## src/rtl/ptrd_pkg.sv

```systemverilog
// shared constants, types and helpers for the planar texture row deinterleaver
// no dependencies; compiled first
`default_nettype none

package ptrd_pkg;

    // widest texture row; a power of two
    localparam int MAX_WIDTH       = 2048;
    localparam int MIN_LEVEL_WIDTH = 4;

    localparam int MAX_LOG2 = $clog2(MAX_WIDTH);
    localparam int MIN_LOG2 = $clog2(MIN_LEVEL_WIDTH);

    // row store: three colour planes of MAX_WIDTH bytes
    localparam int KW          = MAX_LOG2;
    localparam int STORE_AW    = KW + 2;
    localparam int STORE_DEPTH = 3 * MAX_WIDTH;

    // row position covers 3w + w/8 + w, row count covers w
    localparam int POS_W = $clog2(5 * MAX_WIDTH);
    localparam int RC_W  = $clog2(MAX_WIDTH + 1);

    // field widths
    localparam int BYTE_W  = 8;
    localparam int CH_W    = 2;
    localparam int LOG2_W  = 4;
    localparam int LEVEL_W = 4;
    localparam int MODE_W  = 3;
    localparam int BLEN_W  = 32;
    localparam int LCNT_W  = 3;
    localparam int PIX_W   = 3;

    localparam logic [LEVEL_W-1:0] LEVEL_MAX = LEVEL_W'(MAX_LOG2 - MIN_LOG2);

    // configuration port
    localparam int CFG_IDX_W  = 2;
    localparam int CFG_DATA_W = 4;

    typedef enum logic [CFG_IDX_W-1:0] {
        CFG_SIZE_LOG2    = 2'd0,
        CFG_CHANNEL_MODE = 2'd1,
        CFG_MIP_ENABLE   = 2'd2,
        CFG_COMPRESSED   = 2'd3
    } cfg_index_t;

    // channel mode codes
    localparam logic [MODE_W-1:0] MODE_RGB   = 3'd3;
    localparam logic [MODE_W-1:0] MODE_MASK  = 3'd4;
    localparam logic [MODE_W-1:0] MODE_ALPHA = 3'd5;

    // channel codes
    localparam logic [CH_W-1:0] CH_RED   = 2'd0;
    localparam logic [CH_W-1:0] CH_GREEN = 2'd1;
    localparam logic [CH_W-1:0] CH_BLUE  = 2'd2;
    localparam logic [CH_W-1:0] CH_ALPHA = 2'd3;

    // controller states
    typedef enum logic [1:0] {
        S_IDLE,
        S_ISSUE,
        S_EMIT
    } state_t;

    // controller to datapath
    typedef struct packed {
        logic take;     // input word accepted this cycle
        logic rd_cur;   // read store at the cursor
        logic step;     // load result register and advance cursor
        logic rd_next;  // read store at the advanced cursor
    } ctrl_cmd_t;

    // datapath to controller
    typedef struct packed {
        logic has_results;      // word at the input causes results
        logic needs_read;       // its results come from the row store
        logic out_free;         // result register can take a word
        logic is_last;          // cursor sits on the last result
        logic next_needs_read;  // advanced cursor is a store channel
    } dp_status_t;

    // clamp a size to the supported range of levels
    function automatic logic [LOG2_W-1:0] clamp_log2(input logic [LOG2_W-1:0] s);
        logic [LOG2_W-1:0] r;
        r = s;
        if (s < LOG2_W'(MIN_LOG2))
            r = LOG2_W'(MIN_LOG2);
        else if (s > LOG2_W'(MAX_LOG2))
            r = LOG2_W'(MAX_LOG2);
        return r;
    endfunction

endpackage

`default_nettype wire

```

## src/rtl/ptrd_ctrl.sv

```systemverilog
// controller: sequences accept, store read and one result word per cycle while the output is free
// uses ptrd_pkg for state and command types
`default_nettype none

module ptrd_ctrl
    import ptrd_pkg::*;
(
    input  wire logic       clk,
    input  wire logic       rst_n,
    input  wire logic       in_valid,
    output logic            in_ready,
    input  wire dp_status_t status,
    output ctrl_cmd_t       cmd
);

    state_t state_reg;
    state_t state_next;

    // state register
    always_ff @(posedge clk or negedge rst_n)
    begin
        if (!rst_n)
            state_reg <= S_IDLE;
        else
            state_reg <= state_next;
    end

    // next state
    always_comb
    begin
        state_next = state_reg;
        unique case (state_reg)
            S_IDLE:
            begin
                if (in_valid && status.has_results)
                    state_next = status.needs_read ? S_ISSUE : S_EMIT;
            end
            S_ISSUE:
            begin
                state_next = S_EMIT;
            end
            S_EMIT:
            begin
                if (status.out_free && status.is_last)
                    state_next = S_IDLE;
            end
            default:
            begin
                state_next = S_IDLE;
            end
        endcase
    end

    // outputs
    always_comb
    begin
        in_ready    = 1'b0;
        cmd         = '0;
        unique case (state_reg)
            S_IDLE:
            begin
                in_ready = 1'b1;
                cmd.take = in_valid;
            end
            S_ISSUE:
            begin
                cmd.rd_cur = 1'b1;
            end
            S_EMIT:
            begin
                cmd.step    = status.out_free;
                cmd.rd_next = status.out_free && !status.is_last && status.next_needs_read;
            end
            default:
            begin
                in_ready = 1'b0;
            end
        endcase
    end

endmodule

`default_nettype wire

```

## config.mk

```make
export PLATFORM = sky130hd
export DESIGN_NAME = ptrd_ctrl
export DESIGN_NICKNAME = d
export VERILOG_FILES = /design/src/rtl/ptrd_pkg.sv /design/src/rtl/ptrd_ctrl.sv
export SDC_FILE = /design/constraint.sdc
export NUM_CORES = 1
export LEC_CHECK = 0
export ABC_AREA = 1
export BUFFER_PORTS_ARGS = -buffer_cell sky130_fd_sc_hd__buf_2
export CAP_MARGIN = 20
export CORE_AREA = 3 3 40 42
export DETAILED_ROUTE_END_ITERATION = 8
export DIE_AREA = 0 0 43 45
export GPL_ROUTABILITY_DRIVEN = 0
export GPL_TIMING_DRIVEN = 0
export PLACE_DENSITY = 0.36
export SYNTH_ARGS = -nofsm -noshare
export SYNTH_HDL_FRONTEND = slang
export SYNTH_SLANG_ARGS = --single-unit
```

## constraint.sdc

```tcl
create_clock -name clk -period 1.2 [get_ports clk]
set_input_delay 0.12 -clock clk [delete_from_list [all_inputs] [get_ports clk]]
set_output_delay 0.12 -clock clk [all_outputs]
set_load 0.1 [all_outputs]
```

==> metrics.md, run 1 <==
| Metric | Value |
|---|---|
| GRT overflow | `0` |
| Synth Instances | `19` |
| Leakage | `0.2036 nW` |
| Sequential share of the synthesized area | `37.38%` |
| FILL cells | `131` |
| Worst VDD drop | `1.739 mV` |
| Clock slew at reported path FFs | `30 ps` |
| Remaining antenna violation count | `0` |
| Ant diodes | `0` |
| Ys Warns | `0` |
| Measured slew at the worst slew-check pin | `180.9 ps` |
| Worst slack at placement | `-170.8 ps` |
| Final min period | `1303 ps` |
| Initial DRC count | `0` |
| Clock H-tree levels | `1` |
| CTS tree | `yes` |
| CTS sink count | `2` |
| Startpoint types | `flop` |
| Top Ports | `13` |
| Run status | `complete, but fails checks` |
| Clk_skew | `0.7884 ps` |
| Hold Slack | `140.0 ps` |
| DR WL/cell | `7.929 µm` |
| Mux contribution to synthesized area | `0%` |
| Yosys cell types | `10` |
| Layout cell share with drive strength beyond 1 | `73.17%` |
| Global-route wire length before repair | `779 µm` |
| Most common cell after layout, fill and taps aside | `buf_2` |
| Vias in the first global route | `197` |
| Largest net degree at the start of global routing | `7` |
| All-Layer GR Usage | `5.833%` |
| Area grow syn2layout | `205.6%` |
| Clock Tree Root | `clkbuf_4` |
| Worst rel slew slack | `87.93%` |
| Net Count, Synth | `27` |
| Fmax achieved | `0.7676 GHz` |
| Final hold vios | `0` |
| Syn avg cell area | `7.046 µm²` |
| Complex-gate fraction of the synthesized area | `3.738%` |
| Commonest non-fill, non-tap cells in the layout | `buf_2, buf_12, buf_4` |
| HP Start | `status[3]` |
| Core ar. | `1285 µm²` |
| Detailed Route WL | `444 µm` |
| Clock network latency to the later pin of the worst-skew pair | `220 ps` |
| Largest family of logic cells by synthesized area | `simple AND/OR/NAND/NOR gates` |
| Fin worst setup slack | `-102.7 ps` |
| DRT Pass-1 Iters | `1` |
| Fin nets | `51` |
| CP arrival | `1180 ps` |
| Rows | `13` |
| Die height | `45 µm` |
| XOR/XNOR Fraction of Synth Area | `0%` |
| Final slew viol count | `0` |
| Max cap viols | `0` |
| Fin util | `31.84%` |
| Die width | `43 µm` |
| Failing checks | `negative setup slack` |
| Post-route clock period utilization | `108.6%` |
| Synth Area in Simple Gates | `47.66%` |
| CTS buffer count | `3` |
| Final setup vio count | `5` |
| Detail Placement HPWL | `325.8 µm` |
| RSZ-0062 raised after global routing | `yes` |
| Power Dens Cells | `3157 nW/µm²` |
| Starting density of the core | `10.42%` |
| Crit path kind | `reg -> out` |
| Post-synthesis adder-cell area fraction | `0%` |
| #FFs+latches synth | `2` |
| Worst EP required | `1080 ps` |
| Max reg flops | `2` |
| Antenna violations before repair | `0` |
| Clk buf depth | `2` |
| I/O Buffers | `12` |
| Worst setup EP type | `output port` |
| Hold Crit Class | `in -> reg` |
| Setup crit start | `state_reg[0]` |
| R2r startpoint | `state_reg[1]` |
| DR vias/cell | `3.554` |
| Post-Syn Area | `133.9 µm²` |
| Detailed-route DRC error count | `0` |
| Die ar. | `1935 µm²` |
| Vias | `199` |
| CP Max Fanout | `3` |
-- final timing paths --
| kind | endpoint | slack (ps) | cells past startpoint |
|---|---|---|---|
| worst max-delay path | cmd[3] | -100 | 3 |
| worst min-delay path | state_reg[0] | 140 | 3 |
| worst max register to register | state_reg[0] | 60 | 6 |
| worst min register to register | state_reg[1] | 640 | 3 |
| max in group asynchronous | state_reg[0] | 880 | 2 |
| min in group asynchronous | state_reg[1] | 210 | 2 |
-- cells in the mapped netlist --
cell	number	area, µm²
a21oi_1	1	5.000
nand2_1	4	15.01
nand2_2	1	6.260
inv_1	4	15.01
nor2_1	1	3.750
nor3b_1	1	7.510
nand3_1	3	15.01
nor2_2	1	6.260
nor3_2	1	10.01
dfrtp_1	2	50.05
-- power by group --
group	leakage, nW	total, mW	internal, mW	switching (mW)
clock	0.0138	0.148	0.110	0.0377
combinational	0.167	0.983	0.399	0.584
sequential	0.0228	0.161	0.102	0.0590
total	0.204	1.29	0.612	0.680
-- critical path: stages (launching register included) --
cell and delay (ps):
dfrtp_2 420, buf_4 150, nor3b_4 200, buf_12 200
-- final cells by class --
type / instances / area [µm²] / share of cell area [%]
inverter: 4 / 15.01 / 3.670
sequential: 2 / 52.55 / 12.84
timing repair buffer: 19 / 193.9 / 47.40
multi-input combinational: 13 / 106.4 / 25.99
clock buffer: 3 / 22.52 / 5.505
tap: 15 / 18.77 / 4.587
-- metal layers --
metal  routed length [µm]  up-vias  share of wire [%]  global-route usage (%)
li1                     -      104                  -                       -
met1                  189       85                 43                   6.039
met2                  217       10                 49                   7.784
met3                   37        0                8.3                   2.789
met4                    0        0                  0                   7.229
met5                    0        -                  0                       0
-- cells by family (layout without fill, tap and decap cells) --
group                  count (synthesis)  in the layout
and+or+nand+nor                       12             12
buffers and inverters                  4             26
DFF                                    2              2
AOI/OAI and AO/OA                      1              1
-- per-stage QoR --
step | cell area [µm²] | instances | setup TNS, ps | power [mW]
CTS | 382.9 | 53 | -342.7 | 1.231
floorplan | 166.4 | 19 | -1142 | 0.7169
global route | 409.1 | 56 | -596.0 | 1.364
detailed placement | 245.2 | 46 | -205.5 | 0.8068
global placement | 245.2 | 46 | -191.3 | 0.8073
finish | 409.1 | 56 | -296.9 | 1.292
-- repair_timing --
item | CTS | global route
endpoints found under the hold margin | 2 | 0
pin swaps | 2 | 0
setup buffers | 3 | 3
hold buffers | 1 | 0
setup endpoints to repair | 5 | 5
resized for setup | 21 | 1
Note: power is estimated with default switching activity, not from simulation.
==> inputs of run 2 (changes only) <==
Settings changed: CORE_AREA 3 3 40 42 to 2 2 39 41, DIE_AREA 0 0 43 45 to 0 0 41 43, GPL_ROUTABILITY_DRIVEN 0 to default.
Clock period 1.2 ns to 1.6 ns, I/O delays scaled along.
==> metrics.md, run 2 (synthesized netlist as in run 1, its figures left out) <==
| Metric | Value |
|---|---|
| Rows | `14 (+1)` |
| DR vias/cell | `3.314 (-6.7%)` |
| Most common cell after layout, fill and taps aside | `buf_2` |
| Initial DRC count | `0 (unchanged)` |
| Startpoint types | `flop` |
| Clk_skew | `0.3960 ps (-0.3924 ps)` |
| Top Ports | `13 (unchanged)` |
| I/O Buffers | `12 (unchanged)` |
| Clock H-tree levels | `1 (unchanged)` |
| Worst EP required | `1440 ps (+360 ps)` |
| Measured slew at the worst slew-check pin | `488.4 ps (+307.5 ps)` |
| DP Area | `227.7 µm² (-7.1%)` |
| Die height | `43 µm (-4.4%)` |
| CTS tree | `yes` |
| Final setup vio count | `0 (-5)` |
| Layout cell share with drive strength beyond 1 | `57.14% (-16 points)` |
| Clk buf depth | `2 (unchanged)` |
| CP Max Fanout | `4 (+1)` |
| Run status | `finished clean` |
| Area grow syn2layout | `98.13%` |
| Final min period | `1505 ps` |
| Final hold vios | `0 (unchanged)` |
| Remaining antenna violation count | `0 (unchanged)` |
| Clock Tree Root | `clkbuf_4` |
| Max reg flops | `2 (unchanged)` |
| Final Non-Filler Cells | `51 (-8.9%)` |
| Die width | `41 µm (-4.7%)` |
| Hold Slack | `189.4 ps (+49.48 ps)` |
| Detailed Route WL | `407 µm (-8.3%)` |
| Post-route clock period utilization | `94.08%` |
| Die ar. | `1763 µm² (-8.9%)` |
| Global-route wire length before repair | `565 µm (-27%)` |
| Clock slew at reported path FFs | `30 ps (about the same)` |
| Fmax achieved | `0.6643 GHz` |
| Fin nets | `45 (-12%)` |
| Hold Crit Class | `in -> reg` |
| Starting density of the core | `9.674% (-0.74 points)` |
| GRT overflow | `0 (unchanged)` |
| Ant diodes | `0 (unchanged)` |
| Crit path kind | `reg -> out` |
| Final slew viol count | `0 (unchanged)` |
| Antenna violations before repair | `0 (unchanged)` |
| Clock network latency to the later pin of the worst-skew pair | `220 ps (about the same)` |
| DR WL/cell | `7.980 µm (+0.65%)` |
| CTS sink count | `2 (unchanged)` |
| Core ar. | `1384 µm² (+7.7%)` |
| CP arrival | `1350 ps (+170 ps)` |
| DRT Pass-1 Iters | `1 (unchanged)` |
| Placed cells | `47 (+2.2%)` |
| Max cap viols | `0 (unchanged)` |
| Largest net degree at the start of global routing | `7 (unchanged)` |
| Layout Cell Area excl Fill | `265.3 µm² (-35%)` |
| CTS buffer count | `3 (unchanged)` |
| Vias | `169 (-15%)` |
| Commonest non-fill, non-tap cells in the layout | `buf_2, inv_1, nand2_1, clkbuf_4, nand3_1` |
| Detailed-route DRC error count | `0 (unchanged)` |
| Worst rel slew slack | `67.67% (-20 points)` |
| GP Congestion | `0.5766` |
| All-Layer GR Usage | `5.321% (-0.51 points)` |
| Worst setup EP type | `output port` |
| Vias in the first global route | `175 (-11%)` |
| RSZ-0062 raised after global routing | `no` |
-- run 2: layout make-up --
type                       count  area, µm²
clock buffer                   3      22.52
tap                           16      20.02
sequential                     2      50.05
multi-input combinational     13      82.58
timing repair buffer          13      75.07
inverter                       4      15.01
fill                         160       1119
-- run 2: through the flow --
stage                     worst slack (ps)  setup TNS (ps)  util (%)
after global routing                 14.58               0     19.17
final                                94.66               0     19.17
after global placement               193.7               0     16.46
after detailed placement             199.9               0     16.46
after CTS                            12.58               0     18.99
after floorplan                     -213.5          -258.8         -
-- run 2: final timing paths --
kind	start	endpoint	slack, ps	cells past startpoint
worst max-delay path	state_reg[0]	cmd[0]	90	4
worst min-delay path	status[3]	state_reg[0]	190	3
worst max register to register	state_reg[1]	state_reg[1]	690	4
worst min register to register	state_reg[0]	state_reg[0]	610	3
max in group asynchronous	rst_n	state_reg[1]	1260	2
min in group asynchronous	rst_n	state_reg[0]	250	2
-- run 2: timing repair --
item	in CTS	in global routing
resized for setup	1	1
setup endpoints to repair	1	1
pin swaps	0	0
hold endpoints to repair	2	0
buffers inserted	0	0
hold buffers	1	0
-- run 2: layer usage --
metal / global-route usage (%) / wire length (µm) / part of all wire [%] / vias up
met3: 1.571 / 66 / 16 / 0
met4: 8.000 / 0 / 0 / 0
met1: 5.788 / 184 / 45 / 65
met5: 0 / 0 / 0 / -
met2: 6.250 / 156 / 38 / 13
li1: - / - / - / 91
-- run 2: critical path, stage by stage (launching register included) --
cell and delay, ps:
dfrtp_1 400, inv_1 130, nand3_1 150, nor3_4 130, buf_4 300
Power of run 2 is not shown: default switching activity piles up to over one toggle a cycle in this logic, so the estimate is an artifact.
